<file path="config.mk">
export PLATFORM = sky130hd
export DESIGN_NAME = wbmp_monochrome_image_decoder_flat
export DESIGN_NICKNAME = d
export VERILOG_FILES = /design/src/rtl/wmd_pkg.sv /design/src/rtl/wmd_if.sv /design/src/rtl/wmd_front.sv /design/src/rtl/wmd_queue.sv /design/src/rtl/wmd_back.sv /design/src/rtl/wbmp_monochrome_image_decoder.sv /design/src/flat_wrapper.sv
export SDC_FILE = /design/constraint.sdc
export NUM_CORES = 1
export LEC_CHECK = 0
export BUFFER_PORTS_ARGS = -buffer_cell sky130_fd_sc_hd__buf_4
export CAP_MARGIN = 20
export CORE_AREA = 5 5 348 214
export DETAILED_ROUTE_END_ITERATION = 8
export DIE_AREA = 0 0 353 219
export MAX_ROUTING_LAYER = met4
export SYNTH_ARGS = -nofsm -noshare
export SYNTH_HDL_FRONTEND = slang
export SYNTH_SLANG_ARGS = --single-unit
export TNS_END_PERCENT = 50
</file>
<file path="constraint.sdc">
create_clock -name i_clk -period 7.1 [get_ports i_clk]
set_input_delay 0 -clock i_clk [delete_from_list [all_inputs] [get_ports i_clk]]
set_output_delay 0 -clock i_clk [all_outputs]
set_load 0.005 [all_outputs]
</file>
<file path="src/rtl/wmd_pkg.sv">
// shared types and constants of the wbmp type 0 decoder
package wmd_pkg;

    localparam int DIM_W   = 17;
    localparam int BYTES_W = 27;
    localparam int ACC_W   = 28;
    localparam int CNT_W   = 3;
    localparam int IDX_W   = 3;

    localparam logic [DIM_W-1:0]   SIDE_LIMIT     = 17'd65536;
    localparam logic [BYTES_W-1:0] BYTES_SAT      = 27'h7FFFFFF;
    localparam logic [BYTES_W-1:0] HDR_MIN_BYTES  = 27'd4;
    localparam logic [DIM_W-1:0]   MAX_DIM_RST    = 17'd65536;
    localparam logic [BYTES_W-1:0] MAX_FILE_RST   = 27'd67108864;
    localparam logic [CNT_W-1:0]   FIELD_MAX_BYTES = 3'd4;

    typedef enum logic [1:0] {
        KIND_PIXEL  = 2'd0,
        KIND_HEADER = 2'd1,
        KIND_ERROR  = 2'd2
    } t_kind;

    typedef enum logic [2:0] {
        ERR_TOO_LONG  = 3'd0,
        ERR_BAD_TYPE  = 3'd1,
        ERR_BAD_DIM   = 3'd2,
        ERR_TRUNCATED = 3'd3,
        ERR_TOO_LARGE = 3'd4
    } t_err;

    typedef enum logic [1:0] {
        CFG_MAX_DIM     = 2'd0,
        CFG_MAX_FILE    = 2'd1,
        CFG_HEADER_ONLY = 2'd2
    } t_cfg_idx;

    typedef enum logic [6:0] {
        PH_TYPE   = 7'b0000001,
        PH_FIX    = 7'b0000010,
        PH_WIDTH  = 7'b0000100,
        PH_HEIGHT = 7'b0001000,
        PH_PIX    = 7'b0010000,
        PH_DONE   = 7'b0100000,
        PH_ERR    = 7'b1000000
    } t_phase;

    typedef struct packed {
        logic [DIM_W-1:0]   max_dim;
        logic [BYTES_W-1:0] max_file;
        logic               header_only;
    } t_cfg;

    typedef struct packed {
        t_kind            kind;
        logic [7:0]       pix_byte;
        logic [3:0]       npix;
        logic             eor;
        logic             eoi;
        logic [DIM_W-1:0] width;
        logic [DIM_W-1:0] height;
        t_err             err;
    } t_cmd;

endpackage

</file>
<file path="src/rtl/wmd_if.sv">
// channel interfaces: file bytes in, results out, register writes

interface wmd_in_if;
    logic       valid;
    logic       ready;
    logic [7:0] data_byte;
    logic       last_byte;

    modport source (output valid, output data_byte, output last_byte, input ready);
    modport sink   (input valid, input data_byte, input last_byte, output ready);
endinterface

interface wmd_out_if;
    logic        valid;
    logic        ready;
    logic [1:0]  kind;
    logic [7:0]  pixel_value;
    logic [16:0] image_width;
    logic [16:0] image_height;
    logic [2:0]  error_code;
    logic        end_of_row;
    logic        end_of_image;
    logic        last_result;

    modport source (output valid, output kind, output pixel_value, output image_width,
                    output image_height, output error_code, output end_of_row,
                    output end_of_image, output last_result, input ready);
    modport sink   (input valid, input kind, input pixel_value, input image_width,
                    input image_height, input error_code, input end_of_row,
                    input end_of_image, input last_result, output ready);
endinterface

interface wmd_cfg_if;
    logic        valid;
    logic        ready;
    logic [1:0]  index;
    logic [26:0] data;

    modport source (output valid, output index, output data, input ready);
    modport sink   (input valid, input index, input data, output ready);
endinterface

</file>
<file path="src/rtl/wmd_front.sv">
// header parser and byte classifier, issues at most one command per byte
module wmd_front (
    input  logic          i_clk,
    input  logic          i_rst_n,
    input  wmd_pkg::t_cfg i_cfg,
    wmd_in_if.sink        i_byte,
    input  logic          i_full,
    output logic          o_push,
    output wmd_pkg::t_cmd o_cmd
);

    wmd_pkg::t_phase r_phase, n_phase;
    logic [wmd_pkg::ACC_W-1:0]   r_acc, n_acc;
    logic [wmd_pkg::CNT_W-1:0]   r_cnt, n_cnt;
    logic [wmd_pkg::DIM_W-1:0]   r_width, n_width;
    logic [wmd_pkg::DIM_W-1:0]   r_height, n_height;
    logic [wmd_pkg::DIM_W-1:0]   r_col, n_col;
    logic [wmd_pkg::DIM_W-1:0]   r_row, n_row;
    logic [wmd_pkg::BYTES_W-1:0] r_bytes, n_bytes;

    logic                          accept;
    logic [7:0]                    b;
    logic                          last;
    logic [wmd_pkg::BYTES_W-1:0]   bs_n;
    logic [wmd_pkg::DIM_W-1:0]     lim;
    logic [wmd_pkg::ACC_W-1:0]     acc_n;
    logic [wmd_pkg::ACC_W-1:0]     lim_x;
    logic [wmd_pkg::CNT_W-1:0]     cnt_n;
    logic                          fdone;
    logic                          ftoolong;
    logic                          dim_ok;
    logic [wmd_pkg::DIM_W-1:0]     rem;
    logic                          eor;
    logic [wmd_pkg::DIM_W-1:0]     row_inc;
    logic                          last_row;
    logic                          completes;

    assign i_byte.ready = !i_full;
    assign accept       = i_byte.valid && !i_full;
    assign b            = i_byte.data_byte;
    assign last         = i_byte.last_byte;

    always_comb begin
        bs_n      = (r_bytes == wmd_pkg::BYTES_SAT) ? r_bytes
                                                    : r_bytes + wmd_pkg::BYTES_W'(1);
        lim       = (i_cfg.max_dim > wmd_pkg::SIDE_LIMIT) ? wmd_pkg::SIDE_LIMIT
                                                          : i_cfg.max_dim;
        lim_x     = {{(wmd_pkg::ACC_W - wmd_pkg::DIM_W){1'b0}}, lim};
        acc_n     = {r_acc[wmd_pkg::ACC_W-8:0], b[6:0]};
        cnt_n     = r_cnt + wmd_pkg::CNT_W'(1);
        fdone     = !b[7];
        ftoolong  = b[7] && (cnt_n >= wmd_pkg::FIELD_MAX_BYTES);
        dim_ok    = (acc_n != '0) && (acc_n <= lim_x);
        rem       = r_width - r_col;
        eor       = (rem <= wmd_pkg::DIM_W'(8));
        row_inc   = r_row + wmd_pkg::DIM_W'(1);
        last_row  = (row_inc == r_height);
        completes = last_row && eor;
    end

    always_comb begin
        n_phase  = r_phase;
        n_acc    = r_acc;
        n_cnt    = r_cnt;
        n_width  = r_width;
        n_height = r_height;
        n_col    = r_col;
        n_row    = r_row;
        n_bytes  = r_bytes;
        o_push   = 1'b0;
        o_cmd    = '0;

        if (accept) begin
            n_bytes = bs_n;
            if (r_phase != wmd_pkg::PH_ERR && bs_n > i_cfg.max_file) begin
                o_push     = 1'b1;
                o_cmd.kind = wmd_pkg::KIND_ERROR;
                o_cmd.err  = wmd_pkg::ERR_TOO_LARGE;
                n_phase    = wmd_pkg::PH_ERR;
            end else begin
                case (r_phase)
                    wmd_pkg::PH_TYPE, wmd_pkg::PH_WIDTH, wmd_pkg::PH_HEIGHT: begin
                        n_acc = acc_n;
                        n_cnt = cnt_n;
                        if (ftoolong) begin
                            o_push     = 1'b1;
                            o_cmd.kind = wmd_pkg::KIND_ERROR;
                            o_cmd.err  = wmd_pkg::ERR_TOO_LONG;
                            n_phase    = wmd_pkg::PH_ERR;
                        end else if (fdone) begin
                            n_cnt = '0;
                            n_acc = '0;
                            if (r_phase == wmd_pkg::PH_TYPE) begin
                                if (acc_n != '0) begin
                                    o_push     = 1'b1;
                                    o_cmd.kind = wmd_pkg::KIND_ERROR;
                                    o_cmd.err  = wmd_pkg::ERR_BAD_TYPE;
                                    n_phase    = wmd_pkg::PH_ERR;
                                end else begin
                                    n_phase = wmd_pkg::PH_FIX;
                                end
                            end else if (r_phase == wmd_pkg::PH_WIDTH) begin
                                // a bad width is kept as zero and reported after the height
                                n_width = dim_ok ? acc_n[wmd_pkg::DIM_W-1:0] : '0;
                                n_phase = wmd_pkg::PH_HEIGHT;
                            end else if (r_width == '0 || !dim_ok) begin
                                o_push     = 1'b1;
                                o_cmd.kind = wmd_pkg::KIND_ERROR;
                                o_cmd.err  = wmd_pkg::ERR_BAD_DIM;
                                n_phase    = wmd_pkg::PH_ERR;
                            end else begin
                                n_height     = acc_n[wmd_pkg::DIM_W-1:0];
                                n_col        = '0;
                                n_row        = '0;
                                o_cmd.width  = r_width;
                                o_cmd.height = acc_n[wmd_pkg::DIM_W-1:0];
                                if (i_cfg.header_only) begin
                                    if (last && bs_n <= wmd_pkg::HDR_MIN_BYTES) begin
                                        o_push     = 1'b1;
                                        o_cmd.kind = wmd_pkg::KIND_ERROR;
                                        o_cmd.err  = wmd_pkg::ERR_TRUNCATED;
                                        n_phase    = wmd_pkg::PH_ERR;
                                    end else begin
                                        o_push     = 1'b1;
                                        o_cmd.kind = wmd_pkg::KIND_HEADER;
                                        n_phase    = wmd_pkg::PH_DONE;
                                    end
                                end else begin
                                    if (!last) begin
                                        o_push     = 1'b1;
                                        o_cmd.kind = wmd_pkg::KIND_HEADER;
                                    end
                                    n_phase = wmd_pkg::PH_PIX;
                                end
                            end
                        end
                    end
                    wmd_pkg::PH_FIX: begin
                        n_phase = wmd_pkg::PH_WIDTH;
                    end
                    wmd_pkg::PH_PIX: begin
                        if (!last || completes) begin
                            o_push         = 1'b1;
                            o_cmd.kind     = wmd_pkg::KIND_PIXEL;
                            o_cmd.pix_byte = b;
                            o_cmd.npix     = eor ? rem[3:0] : 4'd8;
                            o_cmd.eor      = eor;
                            o_cmd.eoi      = completes;
                            if (eor) begin
                                n_col = '0;
                                n_row = row_inc;
                                if (last_row) begin
                                    n_phase = wmd_pkg::PH_DONE;
                                end
                            end else begin
                                n_col = r_col + wmd_pkg::DIM_W'(8);
                            end
                        end
                    end
                    default: begin
                    end
                endcase
            end

            if (last && n_phase != wmd_pkg::PH_DONE && n_phase != wmd_pkg::PH_ERR) begin
                o_push     = 1'b1;
                o_cmd      = '0;
                o_cmd.kind = wmd_pkg::KIND_ERROR;
                o_cmd.err  = wmd_pkg::ERR_TRUNCATED;
                n_phase    = wmd_pkg::PH_ERR;
            end

            // ready for the next file
            if (last) begin
                n_phase  = wmd_pkg::PH_TYPE;
                n_acc    = '0;
                n_cnt    = '0;
                n_width  = '0;
                n_height = '0;
                n_col    = '0;
                n_row    = '0;
                n_bytes  = '0;
            end
        end
    end

    always_ff @(posedge i_clk) begin
        if (!i_rst_n) begin
            r_phase  <= wmd_pkg::PH_TYPE;
            r_acc    <= '0;
            r_cnt    <= '0;
            r_width  <= '0;
            r_height <= '0;
            r_col    <= '0;
            r_row    <= '0;
            r_bytes  <= '0;
        end else begin
            r_phase  <= n_phase;
            r_acc    <= n_acc;
            r_cnt    <= n_cnt;
            r_width  <= n_width;
            r_height <= n_height;
            r_col    <= n_col;
            r_row    <= n_row;
            r_bytes  <= n_bytes;
        end
    end

endmodule

</file>
<file path="src/rtl/wmd_queue.sv">
// command queue between parser and result expander
module wmd_queue #(
    parameter int DEPTH = 4
) (
    input  logic          i_clk,
    input  logic          i_rst_n,
    input  logic          i_push,
    input  wmd_pkg::t_cmd i_cmd,
    input  logic          i_pop,
    output logic          o_full,
    output logic          o_empty,
    output wmd_pkg::t_cmd o_cmd
);

    localparam int PTR_W = (DEPTH > 1) ? $clog2(DEPTH) : 1;
    localparam int CNT_W = $clog2(DEPTH + 1);
    localparam logic [PTR_W-1:0] PTR_LAST = PTR_W'(DEPTH - 1);
    localparam logic [CNT_W-1:0] CNT_FULL = CNT_W'(DEPTH);

    wmd_pkg::t_cmd r_mem [DEPTH];
    logic [PTR_W-1:0] r_wr, r_rd;
    logic [CNT_W-1:0] r_count;
    logic             do_push, do_pop;

    assign o_full  = (r_count == CNT_FULL);
    assign o_empty = (r_count == '0);
    assign o_cmd   = r_mem[r_rd];
    assign do_push = i_push && !o_full;
    assign do_pop  = i_pop && !o_empty;

    always_ff @(posedge i_clk) begin
        if (do_push) begin
            r_mem[r_wr] <= i_cmd;
        end
    end

    always_ff @(posedge i_clk) begin
        if (!i_rst_n) begin
            r_wr    <= '0;
            r_rd    <= '0;
            r_count <= '0;
        end else begin
            if (do_push) begin
                r_wr <= (r_wr == PTR_LAST) ? '0 : r_wr + PTR_W'(1);
            end
            if (do_pop) begin
                r_rd <= (r_rd == PTR_LAST) ? '0 : r_rd + PTR_W'(1);
            end
            if (do_push && !do_pop) begin
                r_count <= r_count + CNT_W'(1);
            end else if (do_pop && !do_push) begin
                r_count <= r_count - CNT_W'(1);
            end
        end
    end

endmodule

</file>
<file path="src/rtl/wmd_back.sv">
// result expander: one result word per cycle into the output register while the result channel is ready
module wmd_back (
    input  logic          i_clk,
    input  logic          i_rst_n,
    input  logic          i_empty,
    input  wmd_pkg::t_cmd i_cmd,
    output logic          o_pop,
    wmd_out_if.source     o_result
);

    logic [wmd_pkg::IDX_W-1:0] r_idx;
    logic                      r_valid;
    logic [1:0]                r_kind;
    logic [7:0]                r_pixel;
    logic [16:0]               r_width;
    logic [16:0]               r_height;
    logic [2:0]                r_err;
    logic                      r_eor;
    logic                      r_eoi;
    logic                      r_last;

    logic load;
    logic is_pix;
    logic last_of;

    assign load    = !r_valid || o_result.ready;
    assign is_pix  = (i_cmd.kind == wmd_pkg::KIND_PIXEL);
    assign last_of = !is_pix || (({1'b0, r_idx} + 4'd1) == i_cmd.npix);
    assign o_pop   = load && !i_empty && last_of;

    always_ff @(posedge i_clk) begin
        if (!i_rst_n) begin
            r_valid <= 1'b0;
            r_idx   <= '0;
        end else if (load) begin
            r_valid <= !i_empty;
            if (!i_empty) begin
                r_idx <= last_of ? '0 : r_idx + wmd_pkg::IDX_W'(1);
            end
        end
    end

    // pixels go out msb first
    always_ff @(posedge i_clk) begin
        if (load && !i_empty) begin
            r_kind   <= i_cmd.kind;
            r_pixel  <= (is_pix && i_cmd.pix_byte[~r_idx]) ? 8'hFF : 8'h00;
            r_width  <= (i_cmd.kind == wmd_pkg::KIND_HEADER) ? i_cmd.width : '0;
            r_height <= (i_cmd.kind == wmd_pkg::KIND_HEADER) ? i_cmd.height : '0;
            r_err    <= (i_cmd.kind == wmd_pkg::KIND_ERROR) ? i_cmd.err : '0;
            r_eor    <= is_pix && last_of && i_cmd.eor;
            r_eoi    <= is_pix && last_of && i_cmd.eoi;
            r_last   <= last_of;
        end
    end

    assign o_result.valid        = r_valid;
    assign o_result.kind         = r_kind;
    assign o_result.pixel_value  = r_pixel;
    assign o_result.image_width  = r_width;
    assign o_result.image_height = r_height;
    assign o_result.error_code   = r_err;
    assign o_result.end_of_row   = r_eor;
    assign o_result.end_of_image = r_eoi;
    assign o_result.last_result  = r_last;

endmodule

</file>
<file path="src/rtl/wbmp_monochrome_image_decoder.sv">
// WBMP type 0 decoder top level. The parser takes one file byte per cycle whenever its
// command queue has room and turns it into at most one command: a header report, an
// error, or a packed pixel byte. The expander drains the queue and sends one result
// word per cycle through a registered output while the result channel is ready. A
// pixel byte yields one to eight result words and every other command one, so the
// expander sets pixel throughput. A byte that finds the queue empty passes the queue
// memory and then the output register. Registers must be written only while the block
// is idle; the block itself does not enforce this. The register port is always ready.
module wbmp_monochrome_image_decoder #(
    parameter int QUEUE_DEPTH = 4
) (
    input  logic      i_clk,
    input  logic      i_rst_n,
    wmd_in_if.sink    i_byte,
    wmd_cfg_if.sink   i_cfg,
    wmd_out_if.source o_result
);

    wmd_pkg::t_cfg r_cfg;
    wmd_pkg::t_cmd push_cmd, head_cmd;
    logic          push, pop, full, empty;

    assign i_cfg.ready = 1'b1;

    always_ff @(posedge i_clk) begin
        if (!i_rst_n) begin
            r_cfg.max_dim     <= wmd_pkg::MAX_DIM_RST;
            r_cfg.max_file    <= wmd_pkg::MAX_FILE_RST;
            r_cfg.header_only <= 1'b0;
        end else if (i_cfg.valid) begin
            case (i_cfg.index)
                wmd_pkg::CFG_MAX_DIM:     r_cfg.max_dim     <= i_cfg.data[wmd_pkg::DIM_W-1:0];
                wmd_pkg::CFG_MAX_FILE:    r_cfg.max_file    <= i_cfg.data;
                wmd_pkg::CFG_HEADER_ONLY: r_cfg.header_only <= i_cfg.data[0];
                default: begin
                end
            endcase
        end
    end

    wmd_front u_front (
        .i_clk   (i_clk),
        .i_rst_n (i_rst_n),
        .i_cfg   (r_cfg),
        .i_byte  (i_byte),
        .i_full  (full),
        .o_push  (push),
        .o_cmd   (push_cmd)
    );

    wmd_queue #(
        .DEPTH (QUEUE_DEPTH)
    ) u_queue (
        .i_clk   (i_clk),
        .i_rst_n (i_rst_n),
        .i_push  (push),
        .i_cmd   (push_cmd),
        .i_pop   (pop),
        .o_full  (full),
        .o_empty (empty),
        .o_cmd   (head_cmd)
    );

    wmd_back u_back (
        .i_clk    (i_clk),
        .i_rst_n  (i_rst_n),
        .i_empty  (empty),
        .i_cmd    (head_cmd),
        .o_pop    (pop),
        .o_result (o_result)
    );

endmodule

</file>
<file path="src/flat_wrapper.sv">
// flat-port wrapper written by rule: the top's interface ports become plain ports
module wbmp_monochrome_image_decoder_flat 
#(
    parameter int QUEUE_DEPTH = 4
)
  (i_clk, i_rst_n, i_byte_valid, i_byte_data_byte, i_byte_last_byte, i_byte_ready, i_cfg_valid, i_cfg_index, i_cfg_data, i_cfg_ready, o_result_valid, o_result_kind, o_result_pixel_value, o_result_image_width, o_result_image_height, o_result_error_code, o_result_end_of_row, o_result_end_of_image, o_result_last_result, o_result_ready);
  wmd_in_if i_byte_i ();
  wmd_cfg_if i_cfg_i ();
  wmd_out_if o_result_i ();
  input  logic i_clk;
  input  logic i_rst_n;
  input wire logic [$bits(i_byte_i.valid)-1:0] i_byte_valid;
  input wire logic [$bits(i_byte_i.data_byte)-1:0] i_byte_data_byte;
  input wire logic [$bits(i_byte_i.last_byte)-1:0] i_byte_last_byte;
  output wire logic [$bits(i_byte_i.ready)-1:0] i_byte_ready;
  input wire logic [$bits(i_cfg_i.valid)-1:0] i_cfg_valid;
  input wire logic [$bits(i_cfg_i.index)-1:0] i_cfg_index;
  input wire logic [$bits(i_cfg_i.data)-1:0] i_cfg_data;
  output wire logic [$bits(i_cfg_i.ready)-1:0] i_cfg_ready;
  output wire logic [$bits(o_result_i.valid)-1:0] o_result_valid;
  output wire logic [$bits(o_result_i.kind)-1:0] o_result_kind;
  output wire logic [$bits(o_result_i.pixel_value)-1:0] o_result_pixel_value;
  output wire logic [$bits(o_result_i.image_width)-1:0] o_result_image_width;
  output wire logic [$bits(o_result_i.image_height)-1:0] o_result_image_height;
  output wire logic [$bits(o_result_i.error_code)-1:0] o_result_error_code;
  output wire logic [$bits(o_result_i.end_of_row)-1:0] o_result_end_of_row;
  output wire logic [$bits(o_result_i.end_of_image)-1:0] o_result_end_of_image;
  output wire logic [$bits(o_result_i.last_result)-1:0] o_result_last_result;
  input wire logic [$bits(o_result_i.ready)-1:0] o_result_ready;
  assign i_byte_i.valid = i_byte_valid;
  assign i_byte_i.data_byte = i_byte_data_byte;
  assign i_byte_i.last_byte = i_byte_last_byte;
  assign i_byte_ready = i_byte_i.ready;
  assign i_cfg_i.valid = i_cfg_valid;
  assign i_cfg_i.index = i_cfg_index;
  assign i_cfg_i.data = i_cfg_data;
  assign i_cfg_ready = i_cfg_i.ready;
  assign o_result_valid = o_result_i.valid;
  assign o_result_kind = o_result_i.kind;
  assign o_result_pixel_value = o_result_i.pixel_value;
  assign o_result_image_width = o_result_i.image_width;
  assign o_result_image_height = o_result_i.image_height;
  assign o_result_error_code = o_result_i.error_code;
  assign o_result_end_of_row = o_result_i.end_of_row;
  assign o_result_end_of_image = o_result_i.end_of_image;
  assign o_result_last_result = o_result_i.last_result;
  assign o_result_i.ready = o_result_ready;
  wbmp_monochrome_image_decoder #(.QUEUE_DEPTH(QUEUE_DEPTH)) u_core (.i_clk(i_clk), .i_rst_n(i_rst_n), .i_byte(i_byte_i), .i_cfg(i_cfg_i), .o_result(o_result_i));
endmodule
</file>
* Yosys cells after proc, flatten, opt, wreduce, memory -nomap -nowiden
Memory sizes are Yosys's and may differ from the RTL's. A register that Yosys moved wholly into a read port is not among the register bits. Cells that the tools add are included.
Cells by class: mux-type cells 115, equality and inequality tests 31, add/subtract/negate cells 11, bitwise gates (word level) 2, order comparisons 7, reductions and logical operators 49
Operator list (count):
- $mux W17 | 30
- $mux W37 | 3
- $mux W53 | 2
- $mux W21 | 5
- $mux W7 | 15
- $mux W34 | 3
- $pmux W17 S2 | 2
- $mux W27 | 2
- $mux W48 | 1
- $mux W3 | 11
- $mux W2 | 16
- $le A28 B17 Y1 | 1
- $mux W14 | 2
- $reduce_bool A28 Y1 | 1
- $add A27 B1 Y27 const B | 1
- $eq A27 B27 Y1 const B | 1
- $gt A27 B27 Y1 | 1
- $le A27 B3 Y1 const B | 1
- $ne A3 B3 Y1 const B | 7
- $pmux W7 S3 | 1
- $logic_and A1 B1 Y1 | 18
- $add A17 B1 Y17 const B | 1
- $add A17 B4 Y17 const B | 1
- $eq A17 B17 Y1 | 1
- 44 further kinds | 88
Storage, ports and cells: memories 1, bits of input ports 43, output and inout bits 53, register bits after elaboration 232, word-level logic and storage cells 240, bits in writable memories 212
Memory list:
- u_core.u_queue.r_mem | words 4, width 53, read ports 1, clocked after Yosys merged registers in 1, write ports 1, line wmd_queue.sv:20 | wmd_pkg::t_cmd r_mem [DEPTH];

* Depth between registers and ports, before layout
depth in word-level cells 24, depth in mapped cells 24, mapped depth without buffers 21

* Cells and area by module
From an unflattened synthesis, not the netlist that was laid out.
Second synthesis, totals: cells, all modules 2022, area total of the unflattened synthesis 22382.7 um^2
By module, submodules not included:
- wmd_front | area each 10448.8 um^2, cells an instance 1383, sequential area each 2462.4 um^2, instances 1
- wmd_queue | area each 8191.6 um^2, cells an instance 328, sequential area each 6546.3 um^2, instances 1
- wmd_back | area each 1970.6 um^2, cells an instance 129, sequential area each 1371.3 um^2, instances 1
- wbmp_monochrome_image_decoder | area each 1771.7 um^2, cells an instance 182, sequential area each 900.9 um^2, instances 1

* Worst setup path before layout
Ideal clock, no wire load.
kind register -> register, start point register u_core.u_front.r_bytes[0] (netlist bit), end point memory u_core.u_queue.r_mem[0][0] (netlist bit), enable pin, setup time 0.416 ns, slack 1.664 ns, required time 6.684 ns, buffers on the path 3, stages on the path, launching flop included 18, arrival time 5.020 ns, period minus slack after synthesis 5.436 ns, cell sequence dfxtp_1 > ha_1 > buf_2 > nand3_1 > or4_1 > buf_2 > nor2_1 > nor3_1 > xnor2_1 > ha_1 > nand4_1 > or3_1 > a311oi_1 > nor4b_1 > nor2_1 > o41a_1 > buf_4 > and2_1
Between the ends: longest elaborated chain between the ends 22, elaborated cells between the ends (all ways) 27, classes of those cells add/sub (1); order compare (2); eq/ne (3); mux (16); reduce/logical (5)
Ends and longest elaborated chain:
- from (decl) | line wmd_front.sv:19 | logic [wmd_pkg::BYTES_W-1:0] r_bytes, n_bytes;
- from (signal assigned) | line wmd_front.sv:205 | r_bytes <= n_bytes;
- $add A27 B1 Y27 or $eq A27 B27 Y1 (tied branches) | line wmd_front.sv:45, wmd_front.sv:44
- $mux W27 (*) | line wmd_front.sv:44 | bs_n = (r_bytes == wmd_pkg::BYTES_SAT) ? r_bytes
- $le A27 B3 Y1 | line wmd_front.sv:118 | if (last && bs_n <= wmd_pkg::HDR_MIN_BYTES) begin
- $logic_and A1 B1 Y1 | line wmd_front.sv:118
- $mux W7 | line wmd_front.sv:118
- $mux W7 | line wmd_front.sv:117 | if (i_cfg.header_only) begin
- $mux W7 | line wmd_front.sv:106 | end else if (r_width == '0 || !dim_ok) begin
- $mux W7 | line wmd_front.sv:102 | end else if (r_phase == wmd_pkg::PH_WIDTH) begin
- [... 6 more ...]
- $ne A7 B6 Y1 | line wmd_front.sv:165 | if (last && n_phase != wmd_pkg::PH_DONE && n_phase != wmd_pkg::PH_ERR) begin
- $logic_and A1 B1 Y1 (2 in series) | line wmd_front.sv:165
- $mux W1 (*) | line wmd_front.sv:165
- $mux W1 (*) | line wmd_front.sv:73 | if (accept) begin
- $logic_and A1 B1 Y1 (*) | line wmd_queue.sv:28 | assign do_push = i_push && !o_full;
- via u_core.u_queue.do_push | line wmd_queue.sv:23 | logic do_push, do_pop;
- $mux W1 (*) | line wmd_queue.sv:32 | if (do_push) begin
- $mux W1 (implied by the code) (*) | line wmd_queue.sv:33 | r_mem[r_wr] <= i_cmd;
- to (decl) | line wmd_queue.sv:20
The timed path passes the listed nets; every way through them passes the cells marked *. The select of a mux whose other input is x is not followed.

* Final worst setup path
start point register u_core.u_front.r_bytes[0] (netlist bit), end point register u_core.u_front.r_row[15] (netlist bit)
Between the ends: longest elaborated chain between the ends 6, elaborated cells between the ends (all ways) 7, classes of those cells add/sub (1); order compare (1); eq/ne (2); mux (1); reduce/logical (2)
Ends and longest elaborated chain:
- $add A27 B1 Y27 or $eq A27 B27 Y1 (tied branches) | line wmd_front.sv:45, wmd_front.sv:44
- $mux W27 (*) | line wmd_front.sv:44
- $gt A27 B27 Y1 (*) | line wmd_front.sv:75 | if (r_phase != wmd_pkg::PH_ERR && bs_n > i_cfg.max_file) begin
- $logic_and A1 B1 Y1 (*) | line wmd_front.sv:75
- $ne A2 B2 Y1 (no source line) (*)
- $reduce_and A10 Y1 (no source line) (*)
- to (signal assigned) | line wmd_front.sv:204 | r_row <= n_row;
- to (decl) | line wmd_front.sv:18 | logic [wmd_pkg::DIM_W-1:0] r_row, n_row;
Every way passes the cells marked *; elsewhere a longest branch is shown, timed or not. A chain may end at the register's enable or synchronous reset.

==> flow_metrics.py <==
metrics = {
    "outcome": {
        "outcome": "complete, no violations",
    },
    "placement": {
        "io_buffers": 94,
        "hpwl_um": 43200,
        "place_congestion": 0.927,
        "postPlaceCellArea_sq_um": 23400,
        "dp.cells": 2925,
    },
    "sta": {
        "post-route-period-util_pct": 90.1,
        "rsz0062_at_grt": "no",
        "hold_viol_final": 0,
        "relSlewSlack_pct": 32.5,
        "setup_viol": 0,
        "fmax_ghz": 0.156,
        "skew_ns": 0.0318,
        "worst_pin_slew_ns": 1.01,
        "fin_tns_setup_ns": 0,
        "finalMaxSlewViolations": 0,
        "finalCriticalPeriod_ns": 6.40,
        "holdWs_ns": 0.134,
    },
    "power": {
        "power.static_leakage_nw": 8.88,
        "power.density_nw_per_um2": 282,
        "ir_drop_mv": 0.181,
    },
    "clock_network": {
        "cts_root_buf": "clkbuf_16",
        "cts.reportedPaths.clkPinSlew_ns": 0.07,
        "cts_sinks": 436,
        "clock_latency_ns": 0.61,
        "post-cts-setup-buffers": 0,
        "cts.path.max_buffers": 3,
        "numCtsBuffers": 46,
        "cts_hold_buf": 54,
        "post_cts_resized": 0,
        "cts_tree": "yes",
        "h-tree-depth": 2,
    },
    "worst_setup_path": {
        "cp_data_required_time_ns": 7.61,
        "reg2reg_slack_ns": 0.70,
        "cp.arrival_ns": 6.91,
        "start_kind": "register",
        "endpoint_kind": "register",
        "critPathKind": "reg -> reg",
        "path_max_fanout": 10,
    },
    "detailed_routing": {
        "first_pass_iters": 5,
        "drtAntennaViolNets": 0,
        "vias": 16200,
        "dr_wl_met2_um": 25100,
        "viasPerCell": 5.27,
        "wirelength_um": 61900,
        "drc_errors": 0,
        "dr.max_layer_used": "met4",
        "wl_met3_um": 5610,
        "routedWlPerCell_um": 20.2,
        "met1_length_um": 30200,
        "drtIter0Drc": 1600,
    },
    "cells_and_area": {
        "fin_area_sq_um": 25500,
        "nNetsFinal": 2207,
        "final.fill_count": 6867,
        "seq_area_sq_um": 11300,
        "drive_above_1_share_pct": 13.7,
        "area_growth_pct": 17.4,
        "multiInputGateArea_sq_um": 9720,
        "instances_no_fill": 3067,
        "final_core_util_pct": 36.1,
    },
    "synthesis": {
        "synth.avg_cell_area_sq_um": 10.9,
        "yosys_warnings": 0,
        "ys_top_cells_by_area": "edfxtp_1 35%, dfxtp_1 17%, mux4_2 5.7%",
        "synthFlopType": "edfxtp_1",
        "synth_top_area_share_pct": 35.2,
        "ys_types": 93,
        "ys_seq_area_share_pct": 51.9,
        "async_reset_ff_share_pct": 0,
        "ys_seq_elements": 436,
        "synth_edf_count": 255,
        "syn_area_sq_um": 21800,
        "synth_top_area_cell": "edfxtp_1",
        "syn_inst": 1988,
    },
    "global_route": {
        "grt_pass1_wl_um": 94100,
        "grt.total_usage_pct": 16.0,
        "grt_max_degree": 107,
        "first_global_vias": 15500,
        "antenna_found_initial": 3,
        "grt-ovfl-total": 0,
    },
    "die": {
        "start_util_pct": 30.7,
        "die_y_um": 219,
        "fp.dieW_um": 353,
        "coreArea_sq_um": 70800,
        "die_area_sq_um": 77300,
        "io_pins": 96,
        "num_rows": 76,
    },
    "flow_run": {
        "cap_violations": 0,
    },
    "min_path": {
        "hp-class": "in -> reg",
    },
}
[report_power, final]
part	internal [W]	switching [W]	total [W]	leakage (nW)
logic	0.000713	0.000773	0.00149	4.28
clock network	0.00147	0.00105	0.00253	0.769
registers	0.00300	0.000190	0.00319	3.83
total	0.00519	0.00202	0.00720	8.88
[cell usage in the layout (no fill, tap or decap), types with 9 or more instances in the layout]
cell type / synthesis / routed
mux2i_1: 27 / 27
buf_4: 14 / 116
and4_1: 9 / 9
xnor2_1: 34 / 34
a31oi_1: 16 / 16
nand2b_1: 12 / 12
o31ai_1: 12 / 12
nor2_1: 98 / 98
clkbuf_1: 87 / 14
xor2_1: 30 / 30
a22oi_1: 19 / 19
or4_1: 11 / 11
nor2b_1: 104 / 104
o21ai_0: 69 / 68
clkbuf_16: 0 / 47
edfxtp_1: 255 / 255
nor3_1: 29 / 29
ha_1: 70 / 70
a21boi_0: 103 / 103
dlygate4sd3_1: 0 / 54
dfxtp_1: 181 / 179
inv_1: 65 / 65
nor4_1: 25 / 25
nand4b_1: 17 / 17
and3_1: 23 / 23
and2_1: 58 / 54
nand3_1: 62 / 62
o211ai_1: 11 / 11
a21oi_1: 59 / 57
mux4_2: 55 / 55
nand2_1: 237 / 237
a21o_1: 13 / 13
or3_1: 15 / 15
o21a_1: 10 / 10
nand4_1: 28 / 28
[metal layers]
layer	global-route usage, %	vias up
li1	-	7508
met1	23.5	7994
met2	21.9	579
met3	4.25	84
met4	3.53	0
met5	-	-
[stage by stage]
| step | setup WS (ns) | total power (W) |
|---|---|---|
| 2_1_floorplan | 1.66 | 0.00412 |
| 3_3_place_gp | 0.927 | 0.00471 |
| 3_5_place_dp | 0.818 | 0.00473 |
| 4_1_cts | 0.784 | 0.00729 |
| 5_1_grt | 0.369 | 0.00754 |
| 6_report | 0.703 | 0.00720 |
[critical path: stages (launching register included)]
cell and delay (ns):
dfxtp_1 0.48, ha_1 0.45, nand3_1 0.28, or4_1 0.73, nor2_1 0.44, nor2_1 0.12
xor2_1 0.17, ha_1 0.22, a21o_1 0.16, a21o_1 0.18, a21o_1 0.19, a21oi_1 0.14
o21a_1 0.15, nor4b_1 0.60, nor2_1 0.17, buf_4 0.22, nor4_1 0.56, buf_4 0.26
nand2_1 0.06, buf_4 0.17, or4_1 0.39, a21boi_0 0.17
[final cells by class]
cell class	instances	share of cell area (%)
Sequential cell	436	44.2
Tap cell	936	4.58
Antenna cell	1	0.00980
Multi-Input combinational cell	1366	38.0
Inverter	67	0.984
Clock buffer	66	5.08
Clock inverter	19	1.17
Timing Repair Buffer	176	5.94
[synthesized netlist by cell type (9+ instances only)]
cell	instances
o21a_1	10
a31oi_1	16
o21ai_0	69
ha_1	70
mux4_2	55
xor2_1	30
nor2b_1	104
nor2_1	98
mux2i_1	27
a21o_1	13
o211ai_1	11
o31ai_1	12
nand4_1	28
nand4b_1	17
nand3_1	62
nand2_1	237
dfxtp_1	181
clkbuf_1	87
nor3_1	29
inv_1	65
buf_4	14
a22oi_1	19
edfxtp_1	255
nand2b_1	12
and3_1	23
a21boi_0	103
and2_1	58
xnor2_1	34
or4_1	11
or3_1	15
nor4_1	25
and4_1	9
a21oi_1	59
[registers in the layout (all words and copies together) (netlist names), named ones only]
name / cells
u_core.u_back.o_result.image_width: 17
u_core.u_front.r_bytes: 27
u_core.u_back.o_result.kind: 2
u_core.u_back.o_result.end_of_row: 1
u_core.u_back.o_result.valid: 1
u_core.u_queue.r_mem: 212
u_core.r_cfg: 45
u_core.u_back.o_result.end_of_image: 1
u_core.u_back.o_result.last_result: 1
u_core.u_front.r_width: 17
u_core.u_back.r_idx: 3
u_core.u_front.r_cnt: 3
u_core.u_back.o_result.image_height: 17
u_core.u_back.o_result.error_code: 3
u_core.u_queue.r_rd: 2
u_core.u_front.r_acc: 21
u_core.u_front.r_row: 17
u_core.u_front.r_col: 14
u_core.u_front.r_phase: 7
u_core.u_back.o_result.pixel_value: 1
u_core.u_front.r_height: 17
u_core.u_queue.r_count: 3
u_core.u_queue.r_wr: 2
[path summary, 6_finish.rpt]
check	cells after the start	start	to
setup / recovery	21	u_core.u_front.r_bytes[0]	u_core.u_front.r_row[15]
hold / removal	3	i_byte_last_byte	u_core.u_front.r_bytes[24]
setup reg to reg	21	u_core.u_front.r_bytes[0]	u_core.u_front.r_row[15]
hold reg to reg	2	u_core.u_front.r_acc[19]	u_core.u_front.r_acc[19]
[cells by family (layout without fill, tap and decap cells)]
group	count (synthesis)	count (layout)	synth area share [%]
adder cells (fa/ha/maj)	71	71	4.12
AND/OR/NAND/NOR	767	767	18.7
XOR/XNOR	64	64	2.58
multiplexers	83	83	6.99
other	2	4	0.0345
flip-flops	436	436	51.9
AO/OA/AOI/OAI	378	378	12.1
buffers and inverters	187	328	3.66
(Power assumes the default switching activity.)
